==> src/hw/rtl/lfu_pkg.sv <==
// Shared types, widths and default constants for the LFU cache table.
`default_nettype none

package lfu_pkg;

    // Payload widths
    localparam int KEY_W   = 32;
    localparam int VAL_W   = 31;
    localparam int STAMP_W = 64;
    localparam int CFG_W   = 5;

    // Default sizing of the table
    localparam int CAPACITY_DEF    = 16;
    localparam int COUNT_WIDTH_DEF = 16;

    // Capacity register value after reset
    localparam logic [CFG_W-1:0] CAP_RESET = 5'd16;

    // Command codes
    typedef enum logic [0:0] {
        OP_GET = 1'b0,
        OP_PUT = 1'b1
    } op_t;

    // Sequencer states
    typedef enum logic [1:0] {
        ST_IDLE,
        ST_SCAN,
        ST_WRITE
    } state_t;

    // Controls from the sequencer to the scan unit
    typedef struct packed {
        logic clear;
        logic eval;
    } scan_ctl_t;

    // Outcome flags of one scan
    typedef struct packed {
        logic match_found;
        logic free_found;
        logic victim_found;
    } scan_flags_t;

endpackage

`default_nettype wire

==> src/hw/rtl/lfu_ram.sv <==
// Single write port, single registered read port entry memory.
`default_nettype none

module lfu_ram
    import lfu_pkg::*;
#(
    parameter int DEPTH  = CAPACITY_DEF,
    parameter int ADDR_W = 4,
    parameter int DATA_W = 8
)
(
    input  wire logic              clk,
    input  wire logic              wr_en,
    input  wire logic [ADDR_W-1:0] wr_addr,
    input  wire logic [DATA_W-1:0] wr_data,
    input  wire logic              rd_en,
    input  wire logic [ADDR_W-1:0] rd_addr,
    output logic      [DATA_W-1:0] rd_data
);

    logic [DATA_W-1:0] mem [DEPTH];

    // Write one entry
    always_ff @(posedge clk)
    begin
        if (wr_en)
        begin
            mem[wr_addr] <= wr_data;
        end
    end

    // Register the read data
    always_ff @(posedge clk)
    begin
        if (rd_en)
        begin
            rd_data <= mem[rd_addr];
        end
    end

endmodule

`default_nettype wire

==> src/hw/rtl/lfu_scan.sv <==
// Shared compare unit: key match, first free slot and LFU/LRU victim per entry.
`default_nettype none

module lfu_scan
    import lfu_pkg::*;
#(
    parameter int COUNT_WIDTH = COUNT_WIDTH_DEF,
    parameter int IDX_W       = 4,
    parameter int NUM_W       = 5
)
(
    input  wire logic                   clk,
    input  wire logic                   rst_n,
    input  wire scan_ctl_t              ctl,
    input  wire logic [IDX_W-1:0]       idx,
    input  wire logic                   entry_vld,
    input  wire logic [KEY_W-1:0]       ref_key,
    input  wire logic [KEY_W-1:0]       ent_key,
    input  wire logic [VAL_W-1:0]       ent_value,
    input  wire logic [COUNT_WIDTH-1:0] ent_count,
    input  wire logic [STAMP_W-1:0]     ent_stamp,
    output scan_flags_t                 flags,
    output logic [IDX_W-1:0]            match_idx,
    output logic [VAL_W-1:0]            match_value,
    output logic [COUNT_WIDTH-1:0]      match_count,
    output logic [IDX_W-1:0]            free_idx,
    output logic [IDX_W-1:0]            victim_idx,
    output logic [NUM_W-1:0]            used_cnt
);

    scan_flags_t            flags_reg;
    logic [NUM_W-1:0]       used_reg;
    logic [IDX_W-1:0]       match_idx_reg;
    logic [VAL_W-1:0]       match_value_reg;
    logic [COUNT_WIDTH-1:0] match_count_reg;
    logic [IDX_W-1:0]       free_idx_reg;
    logic [IDX_W-1:0]       victim_idx_reg;
    logic [COUNT_WIDTH-1:0] victim_count_reg;
    logic [STAMP_W-1:0]     victim_stamp_reg;

    logic is_match;
    logic is_free;
    logic is_victim;

    // Compare the current entry against the key and the best victim so far
    always_comb
    begin
        is_match  = ctl.eval && entry_vld && !flags_reg.match_found && (ent_key == ref_key);
        is_free   = ctl.eval && !entry_vld && !flags_reg.free_found;
        is_victim = ctl.eval && entry_vld &&
                    (!flags_reg.victim_found ||
                     (ent_count < victim_count_reg) ||
                     ((ent_count == victim_count_reg) && (ent_stamp < victim_stamp_reg)));
    end

    // Track flags and occupancy
    always_ff @(posedge clk or negedge rst_n)
    begin
        if (!rst_n)
        begin
            flags_reg <= '0;
            used_reg  <= '0;
        end
        else if (ctl.clear)
        begin
            flags_reg <= '0;
            used_reg  <= '0;
        end
        else
        begin
            if (is_match)
            begin
                flags_reg.match_found <= 1'b1;
            end
            if (is_free)
            begin
                flags_reg.free_found <= 1'b1;
            end
            if (is_victim)
            begin
                flags_reg.victim_found <= 1'b1;
            end
            if (ctl.eval && entry_vld)
            begin
                used_reg <= used_reg + NUM_W'(1);
            end
        end
    end

    // Hold the candidate payloads
    always_ff @(posedge clk)
    begin
        if (is_match)
        begin
            match_idx_reg   <= idx;
            match_value_reg <= ent_value;
            match_count_reg <= ent_count;
        end
        if (is_free)
        begin
            free_idx_reg <= idx;
        end
        if (is_victim)
        begin
            victim_idx_reg   <= idx;
            victim_count_reg <= ent_count;
            victim_stamp_reg <= ent_stamp;
        end
    end

    assign flags       = flags_reg;
    assign match_idx   = match_idx_reg;
    assign match_value = match_value_reg;
    assign match_count = match_count_reg;
    assign free_idx    = free_idx_reg;
    assign victim_idx  = victim_idx_reg;
    assign used_cnt    = used_reg;

endmodule

`default_nettype wire

==> src/hw/rtl/lfu_cache_table_top.sv <==
// Top level of the LFU cache table: sequencer, valid bits, stamp counter and outputs.
//
// Usage:
//   Command channel: raise start with op, lookup_key and data_value; the
//   transaction is taken at a rising edge where start is high and busy is low.
//   busy stays high while the table is scanned and updated.
//   Result channel: done pulses for one cycle with hit and read_value. There is
//   no back-pressure; the receiver must take the result in that cycle.
//   Configuration: cfg_we with cfg_wdata writes capacity_in_use (values above
//   CAPACITY act as CAPACITY); write it only while busy is low.
// Timing:
//   Each transaction passes from acceptance to done through the scan, where
//   the entry memory is read one entry per cycle into one shared compare
//   unit, the write-back and the output register. done shows in the cycle
//   busy drops, so a new transaction can be taken in that same cycle.
// Reset:
//   rst_n clears all valid bits, the stamp counter and the sequencer, and sets
//   capacity_in_use to 16. Entry payloads need no clearing.
`default_nettype none

module lfu_cache_table_top
    import lfu_pkg::*;
#(
    parameter int CAPACITY    = CAPACITY_DEF,
    parameter int COUNT_WIDTH = COUNT_WIDTH_DEF
)
(
    input  wire logic                    clk,
    input  wire logic                    rst_n,
    input  wire logic                    start,
    output logic                         busy,
    input  wire logic                    op,
    input  wire logic signed [KEY_W-1:0] lookup_key,
    input  wire logic [VAL_W-1:0]        data_value,
    output logic                         done,
    output logic                         hit,
    output logic [VAL_W-1:0]             read_value,
    input  wire logic                    cfg_we,
    input  wire logic [CFG_W-1:0]        cfg_wdata
);

    localparam int IDX_W  = (CAPACITY > 1) ? $clog2(CAPACITY) : 1;
    localparam int NUM_W  = $clog2(CAPACITY + 1);
    localparam int CMP_W  = (NUM_W > CFG_W) ? NUM_W : CFG_W;
    localparam int WORD_W = KEY_W + VAL_W + COUNT_WIDTH + STAMP_W;
    localparam int CNT_LO = STAMP_W;
    localparam int VAL_LO = STAMP_W + COUNT_WIDTH;
    localparam int KEY_LO = STAMP_W + COUNT_WIDTH + VAL_W;

    state_t                 state_reg, state_next;
    logic [CFG_W-1:0]       cfg_cap_reg;
    op_t                    op_reg;
    logic [KEY_W-1:0]       key_reg;
    logic [VAL_W-1:0]       val_reg;
    logic [CMP_W-1:0]       cap_reg;
    logic [NUM_W-1:0]       iss_cnt_reg;
    logic                   eval_vld_reg;
    logic [IDX_W-1:0]       eval_idx_reg;
    logic [STAMP_W-1:0]     stamp_reg, stamp_next;
    logic [CAPACITY-1:0]    valid_reg, valid_next;
    logic                   done_reg, done_next;
    logic                   hit_reg, hit_next;
    logic [VAL_W-1:0]       rdval_reg, rdval_next;

    logic                   accept;
    logic                   issue;
    logic                   last_eval;
    logic [IDX_W-1:0]       rd_addr;
    logic [WORD_W-1:0]      rd_data;
    logic [CMP_W-1:0]       cfg_ext;
    logic [CMP_W-1:0]       cap_clip;
    scan_ctl_t              scan_ctl;
    scan_flags_t            flags;
    logic [IDX_W-1:0]       match_idx;
    logic [VAL_W-1:0]       match_value;
    logic [COUNT_WIDTH-1:0] match_count;
    logic [COUNT_WIDTH-1:0] count_inc;
    logic [IDX_W-1:0]       free_idx;
    logic [IDX_W-1:0]       victim_idx;
    logic [NUM_W-1:0]       used_cnt;
    logic                   use_free;
    logic                   wb_en;
    logic [IDX_W-1:0]       wb_addr;
    logic [WORD_W-1:0]      wb_word;
    logic                   set_valid;
    logic                   bump;

    // Handshake and scan pointers
    assign accept    = start && (state_reg == ST_IDLE);
    assign issue     = (state_reg == ST_SCAN) && (iss_cnt_reg < NUM_W'(CAPACITY));
    assign rd_addr   = iss_cnt_reg[IDX_W-1:0];
    assign last_eval = eval_vld_reg && (eval_idx_reg == IDX_W'(CAPACITY - 1));
    assign scan_ctl  = '{clear: accept, eval: eval_vld_reg};

    // Clip the capacity register to the table size
    assign cfg_ext  = CMP_W'(cfg_cap_reg);
    assign cap_clip = (cfg_ext > CMP_W'(CAPACITY)) ? CMP_W'(CAPACITY) : cfg_ext;

    // Entry memory
    lfu_ram #(
        .DEPTH  (CAPACITY),
        .ADDR_W (IDX_W),
        .DATA_W (WORD_W)
    ) u_ram (
        .clk     (clk),
        .wr_en   (wb_en),
        .wr_addr (wb_addr),
        .wr_data (wb_word),
        .rd_en   (issue),
        .rd_addr (rd_addr),
        .rd_data (rd_data)
    );

    // Shared compare unit
    lfu_scan #(
        .COUNT_WIDTH (COUNT_WIDTH),
        .IDX_W       (IDX_W),
        .NUM_W       (NUM_W)
    ) u_scan (
        .clk         (clk),
        .rst_n       (rst_n),
        .ctl         (scan_ctl),
        .idx         (eval_idx_reg),
        .entry_vld   (valid_reg[eval_idx_reg]),
        .ref_key     (key_reg),
        .ent_key     (rd_data[KEY_LO +: KEY_W]),
        .ent_value   (rd_data[VAL_LO +: VAL_W]),
        .ent_count   (rd_data[CNT_LO +: COUNT_WIDTH]),
        .ent_stamp   (rd_data[0 +: STAMP_W]),
        .flags       (flags),
        .match_idx   (match_idx),
        .match_value (match_value),
        .match_count (match_count),
        .free_idx    (free_idx),
        .victim_idx  (victim_idx),
        .used_cnt    (used_cnt)
    );

    // Next state
    always_comb
    begin
        state_next = state_reg;
        case (state_reg)
            ST_IDLE:
            begin
                if (accept)
                begin
                    state_next = ST_SCAN;
                end
            end
            ST_SCAN:
            begin
                if (last_eval)
                begin
                    state_next = ST_WRITE;
                end
            end
            ST_WRITE:
            begin
                state_next = ST_IDLE;
            end
            default:
            begin
                state_next = ST_IDLE;
            end
        endcase
    end

    // Saturating touch of the matched count; pick free slot or victim on insert
    assign count_inc = (match_count == '1) ? match_count : match_count + COUNT_WIDTH'(1);
    assign use_free  = (CMP_W'(used_cnt) < cap_reg) && flags.free_found;

    // Write-back and result decision
    always_comb
    begin
        wb_en      = 1'b0;
        wb_addr    = match_idx;
        wb_word    = {key_reg, val_reg, COUNT_WIDTH'(1), stamp_reg};
        set_valid  = 1'b0;
        bump       = 1'b0;
        hit_next   = hit_reg;
        rdval_next = rdval_reg;
        done_next  = 1'b0;
        case (state_reg)
            ST_WRITE:
            begin
                done_next  = 1'b1;
                hit_next   = 1'b0;
                rdval_next = '0;
                if ((op_reg == OP_PUT) && (cap_reg == '0))
                begin
                    // put with zero capacity: drop
                end
                else if (flags.match_found)
                begin
                    hit_next   = 1'b1;
                    rdval_next = match_value;
                    wb_en      = 1'b1;
                    wb_addr    = match_idx;
                    wb_word    = {key_reg,
                                  (op_reg == OP_PUT) ? val_reg : match_value,
                                  count_inc, stamp_reg};
                    bump       = 1'b1;
                end
                else if (op_reg == OP_PUT)
                begin
                    if (use_free)
                    begin
                        wb_en     = 1'b1;
                        wb_addr   = free_idx;
                        set_valid = 1'b1;
                        bump      = 1'b1;
                    end
                    else if (flags.victim_found)
                    begin
                        wb_en     = 1'b1;
                        wb_addr   = victim_idx;
                        set_valid = 1'b1;
                        bump      = 1'b1;
                    end
                    else if (flags.free_found)
                    begin
                        wb_en     = 1'b1;
                        wb_addr   = free_idx;
                        set_valid = 1'b1;
                        bump      = 1'b1;
                    end
                end
            end
            default:
            begin
            end
        endcase
    end

    // Advance stamp and valid bits
    always_comb
    begin
        stamp_next = bump ? stamp_reg + STAMP_W'(1) : stamp_reg;
        valid_next = valid_reg;
        if (set_valid)
        begin
            valid_next[wb_addr] = 1'b1;
        end
    end

    // Control registers
    always_ff @(posedge clk or negedge rst_n)
    begin
        if (!rst_n)
        begin
            state_reg    <= ST_IDLE;
            cfg_cap_reg  <= CAP_RESET;
            iss_cnt_reg  <= '0;
            eval_vld_reg <= 1'b0;
            eval_idx_reg <= '0;
            stamp_reg    <= '0;
            valid_reg    <= '0;
            done_reg     <= 1'b0;
        end
        else
        begin
            state_reg    <= state_next;
            stamp_reg    <= stamp_next;
            valid_reg    <= valid_next;
            done_reg     <= done_next;
            eval_vld_reg <= issue;
            eval_idx_reg <= rd_addr;
            if (cfg_we)
            begin
                cfg_cap_reg <= cfg_wdata;
            end
            if (accept)
            begin
                iss_cnt_reg <= '0;
            end
            else if (issue)
            begin
                iss_cnt_reg <= iss_cnt_reg + NUM_W'(1);
            end
        end
    end

    // Capture the transaction and hold the result
    always_ff @(posedge clk)
    begin
        if (accept)
        begin
            op_reg  <= op_t'(op);
            key_reg <= $unsigned(lookup_key);
            val_reg <= data_value;
            cap_reg <= cap_clip;
        end
        hit_reg   <= hit_next;
        rdval_reg <= rdval_next;
    end

    assign busy       = (state_reg != ST_IDLE);
    assign done       = done_reg;
    assign hit        = hit_reg;
    assign read_value = rdval_reg;

endmodule

`default_nettype wire

==> config.mk <==
export PLATFORM = sky130hd
export DESIGN_NAME = lfu_cache_table_top
export DESIGN_NICKNAME = d
export VERILOG_FILES = /design/src/hw/rtl/lfu_pkg.sv /design/src/hw/rtl/lfu_ram.sv /design/src/hw/rtl/lfu_scan.sv /design/src/hw/rtl/lfu_cache_table_top.sv
export SDC_FILE = /design/constraint.sdc
export NUM_CORES = 2
export LEC_CHECK = 0
export ABC_AREA = 1
export BUFFER_PORTS_ARGS = -buffer_cell sky130_fd_sc_hd__buf_4
export CAP_MARGIN = 0
export CELL_PAD_IN_SITES_DETAIL_PLACEMENT = 1
export CELL_PAD_IN_SITES_GLOBAL_PLACEMENT = 1
export CORE_ASPECT_RATIO = 2
export CORE_MARGIN = 1
export CORE_UTILIZATION = 53
export DETAILED_ROUTE_END_ITERATION = 6
export GPL_TIMING_DRIVEN = 0
export PLACE_DENSITY = 0.75
export SLEW_MARGIN = 10
export SYNTH_ARGS = -nofsm -noshare
export SYNTH_HDL_FRONTEND = slang
export SYNTH_SLANG_ARGS = --single-unit
==> constraint.sdc <==
create_clock -name clk -period 10.3 [get_ports clk]
set_input_delay 1.03 -clock clk [delete_from_list [all_inputs] [get_ports clk]]
set_output_delay 1.03 -clock clk [all_outputs]
set_load 0.05 [all_outputs]
==> summary by stage <==
CTS
The total of cells resized after clock tree synthesis is 0. After clock tree synthesis, the clock-pin slew on the worst setup and hold paths is 0.07 ns. The root buffer cell is clkbuf_16. The longest clock path from root to sink contains 4 buffers. The clock latency on the worst-skew pair is 0.92 ns. TritonCTS built the clock tree. The total clock sinks is 2777. The post-CTS setup-driven buffer insertion count is 0. The H-tree depth is 4. The number of hold buffers added after CTS was 0.

The number of clock buffers added by TritonCTS is 234.

Placement
The global placer's final weighted congestion is 0.9395. In this run the tool buffered the top-level ports with 105 buffer cells. Counting tap cells, the placed design contains a total of 11110 instances. The detailed-placement wirelength estimate is 261.8 mm.

The placed instances occupy a cell area of 0.1165 mm2.

Logic synthesis
The cell area after synthesis is 0.1089 mm2. The synthesized instance count is 8128. The average instance in the mapped netlist occupies 13.40 um2.

The leading register cell type out of synthesis is edfxtp_1. The flip-flop and latch count after synthesis is 2777. The post-synth net total is 8288. The yosys synthesis warning count is 0.

For this run, asynchronously set or reset flops after synthesis account for 0.03817. The part of the Yosys area used for sequential elements is 0.7606. The number of enable flip-flop cells after synthesis is 2671. Yosys mapped the design onto 45 distinct sky130hd cell types.

Pwr
The highest ir drop seen on vdd is 0.1808 mV. Summed over all cells, the static leakage comes to 0.03807 uW. Power spread over the standard cell area amounts to 172.6 mW/mm2.

Cells and area
Leaving out fill and tap cells, the most frequent cell in the layout is edfxtp_1. The count of nets after finishing is 8782. The flip-flop count of the largest register, all copies and words added is 2288.

Counting flops per register, the top entry is u_ram.mem. Leaving out fill and tap cells, the most frequent cells in the layout are edfxtp_1 (2671), nor2_1 (1315), o21ai_0 (1208). The post-layout instance area is 0.1243 mm2. The largest registers in the layout are u_ram.mem: 2288 flops, u_ram.rd_data: 143 flops.

The count of cells in the finished layout, fillers not included, comes to 11550. The post-synthesis to final-layout area growth is 14.05%. Of the cells placed in the final design, the portion with a size suffix greater than 1 is 0.08601.

Timing
The summed negative setup slack over all endpoints is 0 ns. The count of final hold-check violations is 0. In the finished design, the share of the clock period the worst path needs comes to 0.4958.

Setup violations remaining at the end of the flow were counted as 0. On the final layout, the worst hold slack is 0.05541 ns. Clock skew on the completed layout was measured at 0.05560 ns. For the pin with the worst max-slew slack, the measured transition is 1.358 ns. The number of max-slew violations in the final report is 0. Setup repair after global routing left no endpoint under its margin. The headroom to the max-slew limit is 0.09465. Counting I/O delays and the setup requirement, the final critical path takes 5.106 ns. For this run, the top clock speed supported by timing is 195.8 MHz.

GRT
The pin count of the biggest net entering global routing is 72. The via count of the first global-routing pass is 80040. Across every metal layer, demand over resource in global routing totals 0.3606. The total grt overflow is 0. The wire length of the first global-routing pass is 535.0 mm. The number of antenna violations at the first check in global routing is 20.

Status
The run finished with clean final reports.

Die
The count of pins on the block boundary is 107. In this run the vertical extent of the chip is 643.2 um. The number of placement rows is 235.

The placeable core region is 0.2046 mm2. The total die area is 0.2075 mm2. The width of the chip is 322.6 um. The starting utilization of the core area is 0.5324.

Detailed routing
After the first detailed-routing iteration, the DRC count stood at 6877. For this run, design rule violations remaining after detail routing come to 0. The number of vias per cell is 6.393. The final routed wire length divided by cell count is 32.51 um. The pre-antenna-repair detailed-routing pass consisted of 6 iterations.

The count of nets left with antenna violations after detail routing is 0. The final route contains 73820 vias. The aggregate routed wire length is 375.4 mm.

Worst setup path
The kind of end point of the critical path is a register. The required time of the worst setup path is 10.88 ns. At the worst endpoint, the arrival time is 5.68 ns. Along the worst path, the maximum fanout reaches 23. The type of the setup path with the least slack is register to register.

The sort of element at the start of the critical path is a register.

Job
The number of violations of the max-capacitance limit is 0.

Worst hold path
The tightest min-delay check is of the input pin to async pin type.
-- stage by stage --
step             util  setup WS, ns  total power (uW)
3_5_place_dp   0.5691         5.305             12470
6_report       0.6072         5.194             21450
5_1_grt        0.6071         5.083             21780
3_3_place_gp   0.5529        -6.808             12470
4_1_cts        0.6070         5.229             21460
2_1_floorplan       -         1.310             12440
-- where the power goes --
part           switching [uW]  internal (uW)  total [uW]
registers               0.619          12200       12200
logic                    22.2           19.7        41.9
clock network            4130           5090        9220
-- path summary, 6_finish.rpt --
path,to,start,slack [ns],cells past startpoint
max in group asynchronous,stamp_reg[45],rst_n,9.38,2
min in group clk,val_reg[26],data_value[26],0.31,1
worst max-delay path,u_ram.mem[0][14],state_reg[0],5.19,11
worst min register to register,u_scan.match_value[22],u_ram.rd_data[102],0.42,0
worst min-delay path,valid_reg[12],rst_n,0.06,1
worst max register to register,u_ram.mem[0][14],state_reg[0],5.19,11
-- metal layers --
layer	global-route usage	vias to the layer above	wire length (um)	part of all wire
met5	0	-	64	0.00017
met4	0.3224	10	38950	0.10
met3	0.05487	1417	23670	0.063
met2	0.6467	3722	196700	0.52
met1	0.3549	37600	116000	0.31
li1	-	31070	-	-
-- cell type report --
class,instances,area [um2]
Timing Repair Buffer,258,3882
Buffer,486,1937
Clock inverter,132,1369
Clock buffer,295,6390
Multi-Input combinational cell,4586,23340
Tap cell,2725,3410
Sequential cell,2777,82860
Antenna cell,9,22.52
Fill cell,19570,80390
Inverter,279,1050
-- worst max-delay path: stages (launching register included) --
cell and delay (ns):
dfrtp_1 0.45, nor2_4 0.60, buf_16 0.24, nand2_2 0.11
nor2_4 0.48, inv_1 0.40, clkbuf_2 0.57, nor2_4 0.92
buf_16 0.26, buf_16 0.19, buf_12 0.21, buf_12 0.23
-- cells by family (layout without fill, tap and decap cells) --
logic type               count (synthesis)  count (layout)  share of synthesized area
XOR/XNOR                                87              87                   0.006994
other                                    0               9                          0
adder cells (fa/ha/maj)                 87              87                   0.009991
flip-flops                            2777            2777                     0.7606
buffers and inverters                  765            1450                    0.02713
AO/OA/AOI/OAI                         1956            1956                     0.1036
AND/OR/NAND/NOR                       2456            2456                    0.09177
-- cell usage after synthesis (2+ instances only) --
cell type,n,area (um2)
nand2_2,2,12.51
dfrtp_1,105,2628
o211ai_1,62,465.5
o21ai_0,1239,6201
xnor2_1,34,297.8
buf_6,2,22.52
nor2_1,1335,5011
nand3_1,309,1546
nor2_4,4,45.04
or2_2,20,125.1
o2111ai_1,2,17.52
o221ai_1,230,2014
a31oi_1,3,18.77
xor2_1,53,464.2
ha_1,87,1089
buf_2,52,260.3
nor2_2,11,68.82
inv_2,6,22.52
o22ai_1,343,2146
o21ai_1,9,45.04
a211oi_1,3,22.52
a21oi_2,2,17.52
nor3_2,3,30.03
o21a_1,4,30.03
nand3b_1,2,15.01
nor3_1,57,285.3
nand2_4,2,22.52
nand2_1,647,2429
nor3b_1,4,30.03
a21oi_1,56,280.3
nor4_1,10,62.56
inv_1,272,1021
clkbuf_1,412,1546
edfxtp_1,2671,80210
nand4_1,47,294.0
buf_1,19,71.32
No activity file was read; power rests on OpenSTA's default activity.
